===== config.mk =====
export PLATFORM = sky130hd
export DESIGN_NAME = packed_raw_sample_unpack_unit
export DESIGN_NICKNAME = d
export VERILOG_FILES = /design/src/hw/rtl/prsu_pkg.sv /design/src/hw/rtl/prsu_front.sv /design/src/hw/rtl/prsu_fifo.sv /design/src/hw/rtl/prsu_back.sv /design/src/hw/rtl/packed_raw_sample_unpack_unit.sv
export SDC_FILE = /design/constraint.sdc
export NUM_CORES = 1
export LEC_CHECK = 0
export BUFFER_PORTS_ARGS = -buffer_cell sky130_fd_sc_hd__buf_2
export CORE_UTILIZATION = 45
export DETAILED_ROUTE_END_ITERATION = 8
export GPL_TIMING_DRIVEN = 1
export PLACE_DENSITY = 0.61
export SLEW_MARGIN = 10
export SYNTH_ARGS = -nofsm -noshare
export SYNTH_HDL_FRONTEND = slang
export SYNTH_SLANG_ARGS = --single-unit

===== constraint.sdc =====
create_clock -name clk -period 12 [get_ports clk]
set_clock_uncertainty 0.05 [all_clocks]
set_input_delay 1.8 -clock clk [delete_from_list [all_inputs] [get_ports clk]]
set_output_delay 1.8 -clock clk [all_outputs]
set_load 0.1 [all_outputs]

===== src/hw/rtl/prsu_pkg.sv =====
// ----------------------------------------------------------------------------
// prsu_pkg
// Shared types and constants of the packed raw sample unpacker.
// ----------------------------------------------------------------------------
package prsu_pkg;

  localparam int MAX_WIDTH_DEF   = 8192;
  localparam int MAX_HEIGHT_DEF  = 16384;
  localparam int QUEUE_DEPTH_DEF = 4;

  localparam int LANES = 4;

  localparam logic [1:0] FMT_RAW10 = 2'd0;
  localparam logic [1:0] FMT_RAW12 = 2'd1;
  localparam logic [1:0] FMT_RAW16 = 2'd2;

  localparam logic [1:0] CFG_PIXEL_FORMAT  = 2'd0;
  localparam logic [1:0] CFG_ROW_WIDTH     = 2'd1;
  localparam logic [1:0] CFG_ROW_STRIDE    = 2'd2;
  localparam logic [1:0] CFG_SAMPLE_STRIDE = 2'd3;

  localparam logic [1:0]  RST_PIXEL_FORMAT  = FMT_RAW10;
  localparam logic [13:0] RST_ROW_WIDTH     = 14'd4096;
  localparam logic [15:0] RST_ROW_STRIDE    = 16'd5120;
  localparam logic [3:0]  RST_SAMPLE_STRIDE = 4'd2;

  typedef struct packed {
    logic [1:0]  pixel_format;
    logic [13:0] row_width;
    logic [15:0] row_stride_bytes;
    logic [3:0]  sample_stride_bytes;
  } cfg_t;

  // One decoded group: up to four samples of one row, lanes 0..count-1 valid.
  typedef struct packed {
    logic [LANES-1:0][15:0] value;
    logic [12:0]            x0;
    logic [13:0]            y;
    logic [LANES-1:0]       row_end;
    logic [2:0]             count;
  } grp_t;

  typedef struct packed {
    logic empty;
    logic full;
  } qstat_t;

endpackage


===== src/hw/rtl/prsu_front.sv =====
// ----------------------------------------------------------------------------
// prsu_front
// Byte parser: tracks row, group and column position, collects group bytes
// and hands each completed group with its sample lanes to the queue.
// ----------------------------------------------------------------------------
module prsu_front #(
  parameter int MAX_WIDTH  = prsu_pkg::MAX_WIDTH_DEF,
  parameter int MAX_HEIGHT = prsu_pkg::MAX_HEIGHT_DEF
) (
  input  logic           clk,
  input  logic           rst_n,
  input  prsu_pkg::cfg_t cfg,
  input  logic           accept,
  input  logic [7:0]     data_byte,
  input  logic           frame_start,
  output logic           grp_push,
  output prsu_pkg::grp_t grp
);
  import prsu_pkg::*;

  localparam int WCAP  = (MAX_WIDTH < 16383) ? MAX_WIDTH : 16383;
  localparam int ROW_W = (MAX_HEIGHT > 2) ? $clog2(MAX_HEIGHT) : 1;
  localparam int COL_W = 19;
  localparam int PL_W  = 18;

  logic [15:0]      bir_r, bir_nxt;
  logic [2:0]       big_r, big_nxt;
  logic [COL_W-1:0] col_r, col_nxt;
  logic [ROW_W-1:0] row_r, row_nxt;
  logic [7:0]       gb_r [LANES];

  logic [15:0]      bir;
  logic [2:0]       g;
  logic [COL_W-1:0] col;
  logic [ROW_W-1:0] row;
  logic [13:0]      w;
  logic [3:0]       ps;
  logic [PL_W-1:0]  pl;
  logic [PL_W-1:0]  quad;
  logic [PL_W-1:0]  pair;
  logic             active;
  logic             gb_we;
  logic [1:0]       gb_idx;
  logic [2:0]       nl;
  logic [LANES-1:0] lv;
  logic [2:0]       cnt;
  logic [3:0]       g_inc;
  logic [ROW_W+13:0] row_ext;

  always_comb begin
    bir = frame_start ? '0 : bir_r;
    g   = frame_start ? '0 : big_r;
    col = frame_start ? '0 : col_r;
    row = frame_start ? '0 : row_r;

    w = (cfg.row_width > 14'(WCAP)) ? 14'(WCAP) : cfg.row_width;
    if (cfg.sample_stride_bytes < 4'd2) begin
      ps = 4'd2;
    end else if (cfg.sample_stride_bytes > 4'd8) begin
      ps = 4'd8;
    end else begin
      ps = cfg.sample_stride_bytes;
    end

    quad = (PL_W'(w) + PL_W'(3)) >> 2;
    pair = (PL_W'(w) + PL_W'(1)) >> 1;
    unique case (cfg.pixel_format)
      FMT_RAW10: pl = (quad << 2) + quad;
      FMT_RAW12: pl = (pair << 1) + pair;
      FMT_RAW16: pl = PL_W'(w) * PL_W'(ps);
      default:   pl = '0;
    endcase
    active = PL_W'(bir) < pl;

    g_inc   = {1'b0, g} + 4'd1;
    big_nxt = g;
    col_nxt = col;
    gb_we   = 1'b0;
    gb_idx  = g[1:0];
    nl      = '0;
    for (int l = 0; l < LANES; l++) begin
      grp.value[l] = {6'b0, gb_r[l], data_byte[2*l +: 2]};
    end

    if (active) begin
      unique case (cfg.pixel_format)
        FMT_RAW10: begin
          if (g < 3'd4) begin
            gb_we   = 1'b1;
            big_nxt = g_inc[2:0];
          end else begin
            nl      = 3'd4;
            col_nxt = col + COL_W'(4);
            big_nxt = '0;
          end
        end
        FMT_RAW12: begin
          grp.value[0] = {4'b0, gb_r[0], data_byte[3:0]};
          grp.value[1] = {4'b0, gb_r[1], data_byte[7:4]};
          if (g < 3'd2) begin
            gb_we   = 1'b1;
            big_nxt = g_inc[2:0];
          end else begin
            nl      = 3'd2;
            col_nxt = col + COL_W'(2);
            big_nxt = '0;
          end
        end
        FMT_RAW16: begin
          grp.value[0] = {data_byte, gb_r[0]};
          gb_idx       = 2'd0;
          if (g == 3'd0) begin
            gb_we = 1'b1;
          end else if (g == 3'd1) begin
            nl      = 3'd1;
            col_nxt = col + COL_W'(1);
          end
          big_nxt = (g_inc >= ps) ? 3'd0 : g_inc[2:0];
        end
        default: begin
        end
      endcase
    end

    cnt = '0;
    for (int l = 0; l < LANES; l++) begin
      lv[l] = (3'(l) < nl) && ((col + COL_W'(l)) < COL_W'(w));
      grp.row_end[l] = (col + COL_W'(l)) == (COL_W'(w) - COL_W'(1));
      cnt = cnt + 3'(lv[l]);
    end

    row_ext   = {14'b0, row};
    grp.x0    = col[12:0];
    grp.y     = row_ext[13:0];
    grp.count = cnt;
    grp_push  = accept && (cnt != 3'd0);

    if (bir == (cfg.row_stride_bytes - 16'd1)) begin
      bir_nxt = '0;
      big_nxt = '0;
      col_nxt = '0;
      row_nxt = (row == ROW_W'(MAX_HEIGHT - 1)) ? '0 : row + ROW_W'(1);
    end else begin
      bir_nxt = bir + 16'd1;
      row_nxt = row;
    end
  end

  always_ff @(posedge clk) begin
    if (!rst_n) begin
      bir_r <= '0;
      big_r <= '0;
      col_r <= '0;
      row_r <= '0;
    end else if (accept) begin
      bir_r <= bir_nxt;
      big_r <= big_nxt;
      col_r <= col_nxt;
      row_r <= row_nxt;
    end
  end

  always_ff @(posedge clk) begin
    if (accept && gb_we) begin
      gb_r[gb_idx] <= data_byte;
    end
  end

endmodule


===== src/hw/rtl/prsu_fifo.sv =====
// ----------------------------------------------------------------------------
// prsu_fifo
// Short group queue between parser and sample serializer.
// ----------------------------------------------------------------------------
module prsu_fifo #(
  parameter int DEPTH = prsu_pkg::QUEUE_DEPTH_DEF
) (
  input  logic                       clk,
  input  logic                       rst_n,
  input  logic                       push,
  input  prsu_pkg::grp_t             push_data,
  input  logic                       pop,
  output prsu_pkg::grp_t             pop_data,
  output prsu_pkg::qstat_t           stat,
  output logic [$clog2(DEPTH+1)-1:0] count
);
  import prsu_pkg::*;

  localparam int PTR_W = (DEPTH > 2) ? $clog2(DEPTH) : 1;
  localparam int CNT_W = $clog2(DEPTH + 1);

  grp_t             mem_r [DEPTH];
  logic [PTR_W-1:0] wr_r, rd_r;
  logic [CNT_W-1:0] cnt_r, cnt_nxt;
  logic             do_push, do_pop;

  always_comb begin
    stat.empty = (cnt_r == '0);
    stat.full  = (cnt_r == CNT_W'(DEPTH));
    do_push    = push && !stat.full;
    do_pop     = pop && !stat.empty;
    cnt_nxt    = cnt_r + CNT_W'(do_push) - CNT_W'(do_pop);
    pop_data   = mem_r[rd_r];
    count      = cnt_r;
  end

  always_ff @(posedge clk) begin
    if (!rst_n) begin
      wr_r  <= '0;
      rd_r  <= '0;
      cnt_r <= '0;
    end else begin
      cnt_r <= cnt_nxt;
      if (do_push) begin
        wr_r <= (wr_r == PTR_W'(DEPTH - 1)) ? '0 : wr_r + PTR_W'(1);
      end
      if (do_pop) begin
        rd_r <= (rd_r == PTR_W'(DEPTH - 1)) ? '0 : rd_r + PTR_W'(1);
      end
    end
  end

  always_ff @(posedge clk) begin
    if (do_push) begin
      mem_r[wr_r] <= push_data;
    end
  end

endmodule


===== src/hw/rtl/prsu_back.sv =====
// ----------------------------------------------------------------------------
// prsu_back
// Sample serializer: walks the lanes of one group at a time into the
// output register and takes the next group as its last lane goes out.
// ----------------------------------------------------------------------------
module prsu_back (
  input  logic           clk,
  input  logic           rst_n,
  input  logic           q_valid,
  input  prsu_pkg::grp_t q_data,
  output logic           q_pop,
  output logic           busy,
  input  logic           out_pop,
  output logic           out_empty,
  output logic [15:0]    out_sample_value,
  output logic [12:0]    out_pixel_x,
  output logic [13:0]    out_pixel_y,
  output logic           out_row_end,
  output logic           out_last
);
  import prsu_pkg::*;

  grp_t        cur_r;
  logic        cur_v_r;
  logic [1:0]  idx_r;
  logic        out_v_r;
  logic [15:0] val_r;
  logic [12:0] x_r;
  logic [13:0] y_r;
  logic        rend_r;
  logic        last_r;

  logic out_free, last_lane, emit, load;

  always_comb begin
    out_free  = !out_v_r || out_pop;
    last_lane = ({1'b0, idx_r} == (cur_r.count - 3'd1));
    emit      = cur_v_r && out_free;
    load      = !cur_v_r || (emit && last_lane);
    q_pop     = load && q_valid;
    busy      = cur_v_r;
  end

  always_ff @(posedge clk) begin
    if (!rst_n) begin
      cur_v_r <= 1'b0;
      out_v_r <= 1'b0;
      idx_r   <= '0;
    end else begin
      if (load) begin
        cur_v_r <= q_valid;
      end
      if (q_pop) begin
        idx_r <= '0;
      end else if (emit) begin
        idx_r <= idx_r + 2'd1;
      end
      if (emit) begin
        out_v_r <= 1'b1;
      end else if (out_pop) begin
        out_v_r <= 1'b0;
      end
    end
  end

  always_ff @(posedge clk) begin
    if (q_pop) begin
      cur_r <= q_data;
    end
    if (emit) begin
      val_r  <= cur_r.value[idx_r];
      x_r    <= cur_r.x0 + 13'(idx_r);
      y_r    <= cur_r.y;
      rend_r <= cur_r.row_end[idx_r];
      last_r <= last_lane;
    end
  end

  assign out_empty        = !out_v_r;
  assign out_sample_value = val_r;
  assign out_pixel_x      = x_r;
  assign out_pixel_y      = y_r;
  assign out_row_end      = rend_r;
  assign out_last         = last_r;

endmodule


===== src/hw/rtl/packed_raw_sample_unpack_unit.sv =====
// ----------------------------------------------------------------------------
// packed_raw_sample_unpack_unit
// Unpacks a RAW10 / RAW12 / RAW16 byte stream into samples with position.
// ----------------------------------------------------------------------------
// Takes one frame byte per cycle whenever in_full is low and returns one
// sample per cycle on the output queue while it is popped. A byte that
// completes a group yields its samples (up to four for RAW10, two for RAW12,
// one for RAW16), which pass the queue, the serializer's group register and
// the output register, waiting while earlier groups are serialized. The
// serializer emits one sample a cycle while the output is popped. Up to
// QUEUE_DEPTH finished groups wait between parser and serializer; in_full
// rises only when that queue is full. No start-up sweep after reset.
// Configuration writes are always taken (cfg_ready stays high) and must
// happen while the block is idle.
// ----------------------------------------------------------------------------
module packed_raw_sample_unpack_unit #(
  parameter int MAX_WIDTH   = prsu_pkg::MAX_WIDTH_DEF,
  parameter int MAX_HEIGHT  = prsu_pkg::MAX_HEIGHT_DEF,
  parameter int QUEUE_DEPTH = prsu_pkg::QUEUE_DEPTH_DEF
) (
  input  logic        clk,
  input  logic        rst_n,
  input  logic        in_push,
  output logic        in_full,
  input  logic [7:0]  in_data_byte,
  input  logic        in_frame_start,
  output logic        out_empty,
  input  logic        out_pop,
  output logic [15:0] out_sample_value,
  output logic [12:0] out_pixel_x,
  output logic [13:0] out_pixel_y,
  output logic        out_row_end,
  output logic        out_last,
  input  logic        cfg_valid,
  output logic        cfg_ready,
  input  logic [1:0]  cfg_index,
  input  logic [15:0] cfg_data
);
  import prsu_pkg::*;

  localparam int CNT_W = $clog2(QUEUE_DEPTH + 1);

  cfg_t             cfg_r;
  logic             accept;
  logic             grp_push;
  grp_t             grp_in;
  grp_t             grp_out;
  qstat_t           q_stat;
  logic [CNT_W-1:0] q_count;
  logic             q_pop;
  logic             back_busy;

  assign cfg_ready = 1'b1;
  assign in_full   = q_stat.full;
  assign accept    = in_push && !in_full;

  always_ff @(posedge clk) begin
    if (!rst_n) begin
      cfg_r.pixel_format        <= RST_PIXEL_FORMAT;
      cfg_r.row_width           <= RST_ROW_WIDTH;
      cfg_r.row_stride_bytes    <= RST_ROW_STRIDE;
      cfg_r.sample_stride_bytes <= RST_SAMPLE_STRIDE;
    end else if (cfg_valid && cfg_ready) begin
      unique case (cfg_index)
        CFG_PIXEL_FORMAT:  cfg_r.pixel_format        <= cfg_data[1:0];
        CFG_ROW_WIDTH:     cfg_r.row_width           <= cfg_data[13:0];
        CFG_ROW_STRIDE:    cfg_r.row_stride_bytes    <= cfg_data;
        CFG_SAMPLE_STRIDE: cfg_r.sample_stride_bytes <= cfg_data[3:0];
      endcase
    end
  end

  prsu_front #(
    .MAX_WIDTH  (MAX_WIDTH),
    .MAX_HEIGHT (MAX_HEIGHT)
  ) u_front (
    .clk         (clk),
    .rst_n       (rst_n),
    .cfg         (cfg_r),
    .accept      (accept),
    .data_byte   (in_data_byte),
    .frame_start (in_frame_start),
    .grp_push    (grp_push),
    .grp         (grp_in)
  );

  prsu_fifo #(
    .DEPTH (QUEUE_DEPTH)
  ) u_fifo (
    .clk       (clk),
    .rst_n     (rst_n),
    .push      (grp_push),
    .push_data (grp_in),
    .pop       (q_pop),
    .pop_data  (grp_out),
    .stat      (q_stat),
    .count     (q_count)
  );

  prsu_back u_back (
    .clk              (clk),
    .rst_n            (rst_n),
    .q_valid          (!q_stat.empty),
    .q_data           (grp_out),
    .q_pop            (q_pop),
    .busy             (back_busy),
    .out_pop          (out_pop),
    .out_empty        (out_empty),
    .out_sample_value (out_sample_value),
    .out_pixel_x      (out_pixel_x),
    .out_pixel_y      (out_pixel_y),
    .out_row_end      (out_row_end),
    .out_last         (out_last)
  );

  a_queue_bound: assert property (@(posedge clk) disable iff (!rst_n)
    q_count <= CNT_W'(QUEUE_DEPTH))
    else $error("group queue count exceeds depth");

  a_group_pending: assert property (@(posedge clk) disable iff (!rst_n)
    (!out_empty && !out_last) |-> back_busy)
    else $error("non-final sample shown without rest of group pending");

  a_group_no_gap: assert property (@(posedge clk) disable iff (!rst_n)
    (!out_empty && !out_last && out_pop) |=> !out_empty)
    else $error("bubble inside a group transaction");

endmodule

-- After elaboration in Yosys (flattened, before gate mapping)
Memory sizes are Yosys's and may differ from the RTL's. A register that Yosys moved wholly into a read port is not among the register bits.
Index checks and enable logic that the tools add are counted.
- input port bits: 32
- latch bits: 0
- memory bits (writable): 376
- output and inout bits: 48
- register bits after elaboration: 176
- memories: 2
- memory bits (read-only): 0
- $mul: 1
- bitwise logic cells: 1
- add/sub/neg operators: 23
- shifts and indexed selects: 0
- eq/ne operators: 16
- mux-type cells: 52
- $lt $le $gt $ge: 16
- divide/modulo/power cells: 0
- reduce and logical (&&, ||, !) cells: 29
- memories (memory ; words ; width ; rd ports ; clocked after Yosys merged registers in ; wr ports ; line ; RTL):
    u_fifo.mem_r ; 4 ; 86 ; 1 ; 1 ; 1 ; prsu_fifo.sv:22 ; grp_t mem_r [DEPTH];
    u_front.gb_r ; 4 ; 8 ; 4 ; 0 ; 1 ; prsu_front.sv:30 ; logic [7:0] gb_r [LANES];
- operators by type and width (cell ; count):
    19-bit two-way mux ; 7
    19-bit == test ; 4
    19-bit by 14-bit less-than comparator with 1-bit output ; 4
    19-bit case mux with 3 select lines ; 1
    14-bit two-way mux ; 4
    18-bit case mux with 3 select lines ; 1
    16-bit two-way mux ; 3
    19-bit by 2-bit adder with 19-bit output, second input constant ; 2
    16-bit binary-select mux with 2-bit select ; 1
    32-bit two-way mux ; 1
    16-bit case mux with 2 select lines ; 1
    3-bit two-way mux ; 8
    19-bit by 1-bit adder with 19-bit output, second input constant ; 1
    19-bit by 3-bit adder with 19-bit output, second input constant ; 1
    18-bit by 16-bit adder with 18-bit output ; 1
    18-bit by 17-bit adder with 18-bit output ; 1
    16-bit by 18-bit less-than comparator with 1-bit output ; 1
    14-bit by 4-bit multiplier with 18-bit output ; 1
    3-bit case mux with 3 select lines ; 2
    16-bit by 1-bit adder with 16-bit output, second input constant ; 1
    16-bit == test ; 1
    16-bit by 1-bit subtractor with 16-bit output, second input constant ; 1
    14-bit by 1-bit adder with 15-bit output, second input constant ; 1
    14-bit by 2-bit adder with 15-bit output, second input constant ; 1
    40 further kinds ; 88

-- Logic depth before layout (Yosys ltp)
Gate-level depths: netlist of the first run.
- word-level depth: 17
- depth in mapped cells: 40
- depth with buffers taken out: 36

-- Modules after synthesis
Synthesis of the first run repeated with hierarchy kept, for this count alone.
- cell total of the unflattened synthesis: 2699
- area, all modules: 34439.3 sq um
- modules (own cells, without submodules) (module ; area each (sq um) ; cells an instance ; times used):
    prsu_fifo ; 14601.5 ; 564 ; 1
    prsu_front ; 13166.4 ; 1757 ; 1
    prsu_back ; 5257.5 ; 235 ; 1
    packed_raw_sample_unpack_unit ; 1413.9 ; 143 ; 1

-- Worst setup path before layout of the first run
Ideal clock, no wire load.
- path type: reg-to-reg
- start point: reg cfg_r[33] (netlist name)
- end point: mem u_fifo.mem_r[0][0] (netlist name), enable pin
- cell stages (with the launch flop): 36
- period minus slack after synthesis: 10153 ps
- buffers on the path: 4
- setup slack: 1847 ps
- arrival: 9654 ps
- required time: 11501 ps
- cells stage by stage: dfxtp_1 -> clkbuf_1 -> clkinv_1 -> nand2_1 -> nor2_1 -> fa_1 -> inv_1 -> fa_1 -> inv_1 -> ha_1 -> o21ai_0 -> o21ai_0 -> a31o_2 -> a2111oi_0 -> or3_1 -> o21ai_0 -> xnor2_1 -> o32a_1 -> ha_1 -> nand2_1 -> or3_1 -> a2bb2oi_1 -> o211ai_1 -> a21oi_1 -> and2_1 -> clkbuf_1 -> buf_2 -> buf_2 -> a21oi_1 -> a211oi_1 -> ha_1 -> fa_1 -> ha_1 -> nor3_1 -> nor2_1 -> and2_1
- RTL lines (element ; line ; RTL):
    start: declaration ; packed_raw_sample_unpack_unit.sv:43 ; cfg_t cfg_r;
    end: declaration ; prsu_fifo.sv:22 ;

==> results of run 1 <==
## Yosys cell counts, types with 8 or more instances
library cell / count
mux2_2: 12
nor3_1: 48
nand4_1: 25
a222oi_1: 8
nand2_1: 232
mux2i_1: 15
and3_1: 43
nor2b_1: 62
or3_1: 9
nor2_1: 200
o21a_1: 14
xor2_1: 51
ha_1: 149
a22oi_1: 17
o2bb2ai_1: 10
a211oi_1: 15
nand2b_1: 21
mux4_2: 93
and2_1: 30
clkinv_1: 9
dfxtp_1: 99
a21o_1: 33
inv_1: 101
o211ai_1: 9
fa_1: 29
edfxtp_1: 487
or2_2: 17
nand3_1: 63
buf_1: 13
o21ai_0: 88
buf_2: 9
a21oi_1: 137
o31ai_1: 9
nor4_1: 18
nand3b_1: 14
xnor2_1: 150
clkbuf_1: 92
a31oi_1: 14
## flip-flops by register name (all words and copies together) (netlist names), 2 cells and up
signal / flops
u_front.col_r: 19
u_back.idx_r: 2
u_front.row_r: 14
u_fifo.mem_r: 328
u_fifo.wr_r: 2
u_front.big_r: 3
u_back.cur_r: 82
u_fifo.rd_r: 2
cfg_r: 36
u_back.out_pixel_y: 14
u_front.gb_r: 32
u_front.bir_r: 16
u_back.out_pixel_x: 13
u_fifo.count: 3
u_back.out_sample_value: 16
## through the flow
step	util, %	instances	hold slack, ps	area (µm²)	setup WS (ps)
finish	50.9	3560	373	34400	1940
global route	50.9	3560	386	34400	1140
CTS	50.9	3560	372	34400	1950
detailed placement	47.9	3450	358	32400	1990
global placement	47.9	3450	360	32400	2160
floorplan	-	2575	350	30900	1850
## cell usage in the layout, fill, tap and decap left out, types with 40 or more instances in the layout
cell | synthesis | layout
nor2_1 | 200 | 200
xor2_1 | 51 | 51
nor2b_1 | 62 | 61
a21oi_1 | 137 | 136
nand2_1 | 232 | 232
buf_2 | 9 | 78
and3_1 | 43 | 43
inv_1 | 101 | 100
nor3_1 | 48 | 48
clkbuf_16 | 0 | 61
buf_4 | 4 | 40
edfxtp_1 | 487 | 487
o21ai_0 | 88 | 88
dfxtp_1 | 99 | 97
nand3_1 | 63 | 63
xnor2_1 | 150 | 150
ha_1 | 149 | 149
mux4_2 | 93 | 93
## cell families (layout without fill, tap and decap cells)
kind of cell               count (synthesis)  in the layout  share of synthesized area, %
AOI/OAI and AO/OA                        436            436                          9.17
xor gates and xnor gates                 201            201                          5.69
and+or+nand+nor                          818            818                          12.9
buffers and inverters                    232            344                          2.93
DFF                                      586            586                          53.7
muxes                                    120            120                          7.69
adders and majority gates                178            178                          7.90
other                                      2              4                        0.0243
## layer usage
layer | global-route usage [%] | vias to the layer above | wire length, µm
met5 | 0 | - | 0
met4 | 10.8 | 0 | 3850
met3 | 2.88 | 160 | 4190
met2 | 38.2 | 651 | 38500
met1 | 31.6 | 10400 | 34900
li1 | - | 9642 | -
## final cells by class
type                       count  share of cell area (%)
clock inverter                39                    1.35
clock buffer                  71                    4.60
tap                          873                    3.17
inverter                     112                    1.22
timing repair buffer         122                    2.24
sequential                   586                    48.3
multi-input combinational   1757                    39.1
## critical path: cells and delay by family (launching register included)
kind / cells / cell delay [ps]
xor+xnor: 1 / 80
compound gates: 7 / 1990
flops: 1 / 500
buf+inv: 4 / 1020
simple gates: 13 / 3630
fa+ha+maj: 6 / 2400
## power groups by stage
| stage | registers [mW] | clock network [mW] | logic (mW) |
|---|---|---|---|
| CTS | 2.70 | 1.95 | 1.46 |
| global route | 2.72 | 2.03 | 1.54 |
| floorplan | 3.10 | 0 | 0.755 |
| global placement | 2.73 | 0 | 1.44 |
| detailed placement | 2.74 | 0 | 1.46 |
| finish | 2.69 | 1.91 | 1.44 |
## worst min-delay path by stage
stage / slack [ps] / cells past startpoint / to
2_1_floorplan: 350 / 0 / u_back.out_pixel_y[0]
3_3_place_gp: 360 / 0 / u_back.out_pixel_y[5]
3_5_place_dp: 360 / 0 / u_back.out_pixel_y[5]
4_1_cts: 370 / 0 / u_back.out_pixel_y[5]
5_1_grt: 390 / 0 / u_back.out_pixel_y[10]
6_report: 370 / 0 / u_back.out_pixel_y[5]
==> summary.md, run 1 <==
| Metric | Value |
|---|---|
| Diodes inserted | 0 |
| Final nets | 2,849 |
| Worst r2r dst | u_fifo.mem_r[2][59] |
| Total Wirelength | 81,500 µm |
| Layout fillers | 5,865 |
| Total power | 6.04 mW |
| Pin count of the biggest net entering global routing | 71 |
| R2r startpoint | cfg_r[22] |
| Initial Utilization | 45.7% |
| Maximum VDD drop | 0.000177 V |
| Largest cells by area after synthesis | edfxtp_1, mux4_2, dfxtp_1 |
| Post-CTS resize count | 0 |
| Routed length per instance | 22.9 µm |
| Seq pwr share | 44.6% |
| Max clock buf depth | 3 |
| P_int | 4.13 mW |
| Multi-input logic area | 13,500 µm² |
| Overall Global Routing Usage | 23.5% |
| End point of the critical path | u_fifo.mem_r[2][59] |
| Worst Hold Class | flip-flop to flip-flop |
| Asr flop ratio synth | 0% |
| Pleak | 12.6 nW |
| Status | finished clean |
| Fmax | 0.0994 GHz |
| Grt total ovfl | 0 |
| Slowest stage delay, CP | 660 ps |
| Switching Share | 31.5% |
| Post-DP HPWL | 58,400 µm |
| Pwr dens | 175 nW/µm² |
| Crit. Startpoint | cfg_r[22] |
| Flop2flop setup slack | 1940 ps |
| Die Span Y | 264 µm |
| Core Box Area | 67,600 µm² |
| Max-slew headroom | 22.7% |
| Post-synthesis cell area | 30,900 µm² |
| Clock share of power | 31.6% |
| Fin. max-slew vios | 0 |
| Combinational Power Share | 23.8% |
| Share of post-route cells with drive strength above 1 | 13.3% |
| Worst path required time | 12,260 ps |
| Vias per std cell | 5.85 |
| Warnings, synthesis | 0 |
| Final Hold Viols | 0 |
| Synth top area share | 47.3% |
| Critical-path maximum fanout | 40 |
| Endpoint type of the worst setup path | flip-flop |
| P_sw | 1.90 mW |
| Cell taking the most area after synthesis | edfxtp_1 |
| # hold bufs at CTS | 0 |
| Register area | 16,600 µm² |
| 1st-pass router iterations | 7 |
| First-pass GRT wire length | 126,000 µm |
| Synthesized flop and latch total | 586 |
| Vias in the first global route | 21.0k |
| Row cnt | 95 |
| Hold_sp | u_back.cur_r[12] |
| Final period util | 83.8% |
| Final Setup Violations | 0 |
| CTS H-tree depth | 2 |
| Setup TNS | 0 ps |
| Postcts setup bufs | 0 |
| Critical Path AT | 10,320 ps |
| Port bufs | 78 |
| Worst Tran Pin Value | 1130 ps |
| Vias | 20.8k |
| RSZ-0062 raised after global routing | false |
| Die area | 69,800 µm² |
| Layout Area Growth over Synthesis | 11.2% |
| Skew-Pair Late Insertion Delay | 630 ps |
| Fin crit period | 10,060 ps |
| Register area share after synthesis | 53.7% |
| Worst Setup Path Type | flip-flop to flip-flop |
| R2R depth | 31 |
| Inserted Clock Buffers | 60 |
| Clk slew on worst S/H paths | 60 ps |
| Post-Synthesis Cells | 2,573 |
| TritonCTS clock tree | yes |
| CP max stage cell | and2_4 |
| Synth cell types | 90 |
| Clk sinks | 586 |
| DR DRC count | 0 |
| I/O Pins | 80 |
| Root buf cell | clkbuf_16 |
| Mean post-synth cell area | 12.0 µm² |
| Startpoint types | flip-flop |
| Iteration-0 DRC count of the detailed router | 1,767 |
| Initial antenna violation count | 3 |
| Die extent in x | 264 µm |
| Synth Flop Type | edfxtp_1 |
| Maxcap violations | 0 |
| Gpl congestion | 1.01 |
| Post-synth EDFFs | 487 |
| Post-route ant nets | 0 |
(Power assumes the default switching activity.)
==> inputs of run 2 (changes only) <==
- PLACE_DENSITY: 0.61 -> 0.63
- clock period: 12 -> 8.2 ns (I/O delays scaled with it)
==> run 2 against run 1 <==
  * Sequential power grew 45%
  * Highest routed layer unchanged
  * Design area up 5.2%
  * Die area is the same
  * Sequential share of layout area down 2.4 points
  * Critical path depth rose by 4
  * Worst setup slack lost 1700 ps
  * Core utilization rose by 2.7 points
  * Critical path type unchanged
  * Clock power increased by 41%
  * Power up 46%
  * Global-route usage increased by 1.1 points
==> summary.md, run 2 (same netlist as run 1, synthesis figures left out) <==
| Metric | Value |
|---|---|
| Commonest non-fill, non-tap cells in the layout | edfxtp_1, nand2_1, buf_4 (was edfxtp_1, nand2_1, nor2_1) |
| Total power | 8.80 mW (was 6.04 mW) |
| Inserted Clock Buffers | 61 (was 60) |
| CTS H-tree depth | 2 (unchanged) |
| Critical-path maximum fanout | 8 (was 40) |
| Slowest stage delay, CP | 570 ps (was 660 ps) |
| Vias per std cell | 5.81 (was 5.85) |
| Core Box Area | 67,600 µm² (unchanged) |
| Seq pwr share | 44.4% (was 44.6%) |
| Status | finished clean (unchanged) |
| Initial antenna violation count | 0 (was 3) |
| Diodes inserted | 0 (unchanged) |
| I/O Pins | 80 (unchanged) |
| Share of post-route cells with drive strength above 1 | 21.3% (was 13.3%) |
| Worst Setup Path Type | flip-flop to flip-flop (unchanged) |
| Die Span Y | 264 µm (unchanged) |
| Clock share of power | 30.5% (was 31.6%) |
| Final Hold Viols | 0 (unchanged) |
| P_sw | 2.83 mW (was 1.90 mW) |
| Fin. max-slew vios | 0 (unchanged) |
| Final core occ | 53.5% (was 50.9%) |
| Commonest non-fill, non-tap cell in the layout | edfxtp_1 (unchanged) |
| Post-route ant nets | 0 (unchanged) |
| Max-slew headroom | 15.5% (was 22.7%) |
| Clk sinks | 586 (unchanged) |
| Clk slew on worst S/H paths | 60 ps (about the same) |
| Most used cell along the critical path | ha_4 |
| Max clock buf depth | 3 (unchanged) |
| Total Wirelength | 85,800 µm (was 81,500 µm) |
| Switching Share | 32.2% (was 31.5%) |
| R2R depth | 35 (was 31) |
| Worst path required time | 8490 ps (was 12,260 ps) |
| Largest register FFs | 328 (unchanged) |
| Iteration-0 DRC count of the detailed router | 1,874 (was 1,767) |
| Worst Hold Class | flip-flop to flip-flop (unchanged) |
| Reg with most FFs | u_fifo.mem_r (unchanged) |
| Worst hold slack | 365 ps (was 373 ps) |
| Fin crit period | 7980 ps (was 10,060 ps) |
| Maxcap violations | 0 (unchanged) |
| Overall Global Routing Usage | 24.6% (was 23.5%) |
| Fmax | 0.125 GHz (was 0.0994 GHz) |
| Maximum VDD drop | 0.000193 V (was 0.000177 V) |
| R2r startpoint | cfg_r[33] (was cfg_r[22]) |
| Largest registers | u_fifo.mem_r (328), u_back.cur_r (82), cfg_r (36) (unchanged) |
| Initial Utilization | 45.7% (unchanged) |
| Row cnt | 95 (unchanged) |
| Root buf cell | clkbuf_16 (unchanged) |
| Hold_sp | u_back.cur_r[18] (was u_back.cur_r[12]) |
| Port bufs | 78 (unchanged) |
| Routed length per instance | 23.0 µm (was 22.9 µm) |
| Combinational Power Share | 25.0% (was 23.8%) |
| Layout fillers | 5,659 (was 5,865) |
| Vias in the first global route | 21.8k (was 21.0k) |
| Crit. Startpoint | cfg_r[33] (was cfg_r[22]) |
| Pleak | 13.5 nW (was 12.6 nW) |
| Die area | 69,800 µm² (unchanged) |
| Final period util | 97.3% (was 83.8%) |
| Worst r2r dst | u_fifo.mem_r[2][34] (was u_fifo.mem_r[2][59]) |
| Final nets | 3,022 (was 2,849) |
| Pin count of the biggest net entering global routing | 65 (was 71) |
| Pwr dens | 243 nW/µm² (was 175 nW/µm²) |
| TritonCTS clock tree | yes (unchanged) |
| Gpl congestion | 0.973 (was 1.01) |
| Cells on Worst Hold Path | 0 (unchanged) |
| DR DRC count | 0 (unchanged) |
| Worst Tran Pin Value | 1270 ps (was 1130 ps) |
| Layout Area Growth over Synthesis | 17.0% (was 11.2%) |
| Grt total ovfl | 0 (unchanged) |
| CP max stage cell | fa_2 (was and2_4) |
| Skew-Pair Late Insertion Delay | 630 ps (about the same) |
| Post-DP HPWL | 62,200 µm (was 58,400 µm) |
| 1st-pass router iterations | 6 (was 7) |
| Startpoint types | flip-flop (unchanged) |
| Critical Path AT | 8270 ps (was 10,320 ps) |
| First-pass GRT wire length | 132,000 µm (was 126,000 µm) |
| P_int | 5.96 mW (was 4.13 mW) |
| Vias | 21.7k (was 20.8k) |
| Flop2flop setup slack | 220 ps (was 1940 ps) |
| Setup TNS | 0 ps (unchanged) |
| Die extent in x | 264 µm (unchanged) |
| # hold bufs at CTS | 0 (unchanged) |
| Final Setup Violations | 0 (unchanged) |
| Endpoint of the worst hold path | u_back.out_pixel_y[11] (was u_back.out_pixel_y[5]) |
| Endpoint type of the worst setup path | flip-flop (unchanged) |
-- run 2: changes by cell type in the layout (fill, tap and decap cells not counted), moves of 7 or more --
cell	change
ha_4	+7
clkinv_1	-14
buf_6	+7
ha_1	-10
buf_4	+155
clkbuf_1	+8
-- run 2: cell type report --
class                           count  area, µm²  area share, %
Clock inverter                     35        343          0.947
Timing Repair Buffer              292       2190           6.05
Inverter                          112        433           1.20
Tap cell                          873       1090           3.02
Multi-Input combinational cell   1759      13900           38.4
Clock buffer                       80       1630           4.50
Sequential cell                   586      16600           45.9
-- run 2: power by group through the flow --
| stage | clock network (mW) | registers, mW | logic, mW |
|---|---|---|---|
| global placement | 0 | 3.96 | 2.18 |
| detailed placement | 0 | 3.98 | 2.21 |
| finish | 2.69 | 3.91 | 2.20 |
| floorplan | 0 | 4.54 | 1.11 |
| CTS | 2.75 | 3.92 | 2.22 |
| global route | 2.86 | 3.95 | 2.34 |
-- run 2: critical path: cells and delay by family, from the launching register on --
kind                     cells  cell delay, ps
AO/OA/AOI/OAI               10            1720
XOR/XNOR                     1              70
adder cells (fa/ha/maj)      7            2590
buffers and inverters        6             730
flip-flops                   1             390
AND/OR/NAND/NOR             11            2130
-- run 2: timing repair --
item / 4_1_cts / 5_1_grt
cloned: 3 / 2
endpoints found under the setup margin: 324 / 333
gates resized for setup: 7 / 77
pin swaps: 5 / 40
buffers inserted: 7 / 9
-- run 2: worst max-delay path by stage --
stage	endpoint	slack [ps]	depth (start not counted)
after floorplan	u_fifo.mem_r[0][0]	0.09	35
final	u_fifo.mem_r[2][34]	220	35
after global placement	u_fifo.mem_r[0][9]	-30	34
after detailed placement	u_fifo.mem_r[2][61]	-120	35
after global routing	u_fifo.mem_r[2][75]	-60	38
after CTS	u_fifo.mem_r[2][50]	-1	35
-- run 2: per-stage QoR --
stage	setup slack [ps]	cell area, µm²	std cells
2_1_floorplan	0.0870	31100	2575
3_3_place_gp	-32.6	33700	3602
3_5_place_dp	-120	33700	3602
4_1_cts	-1.35	35700	3727
5_1_grt	-55.5	36200	3737
6_report	220	36200	3737
-- run 2: metal layers --
metal  routed length [µm]  up-vias  part of all wire [%]  global-route usage, %
li1                     -     9997                     -                      -
met1                37900    10900                    44                   34.3
met2                40800      702                    48                   40.3
met3                 4540      127                   5.3                   2.60
met4                 2560        0                   3.0                   7.81
met5                    0        -                     0                      0
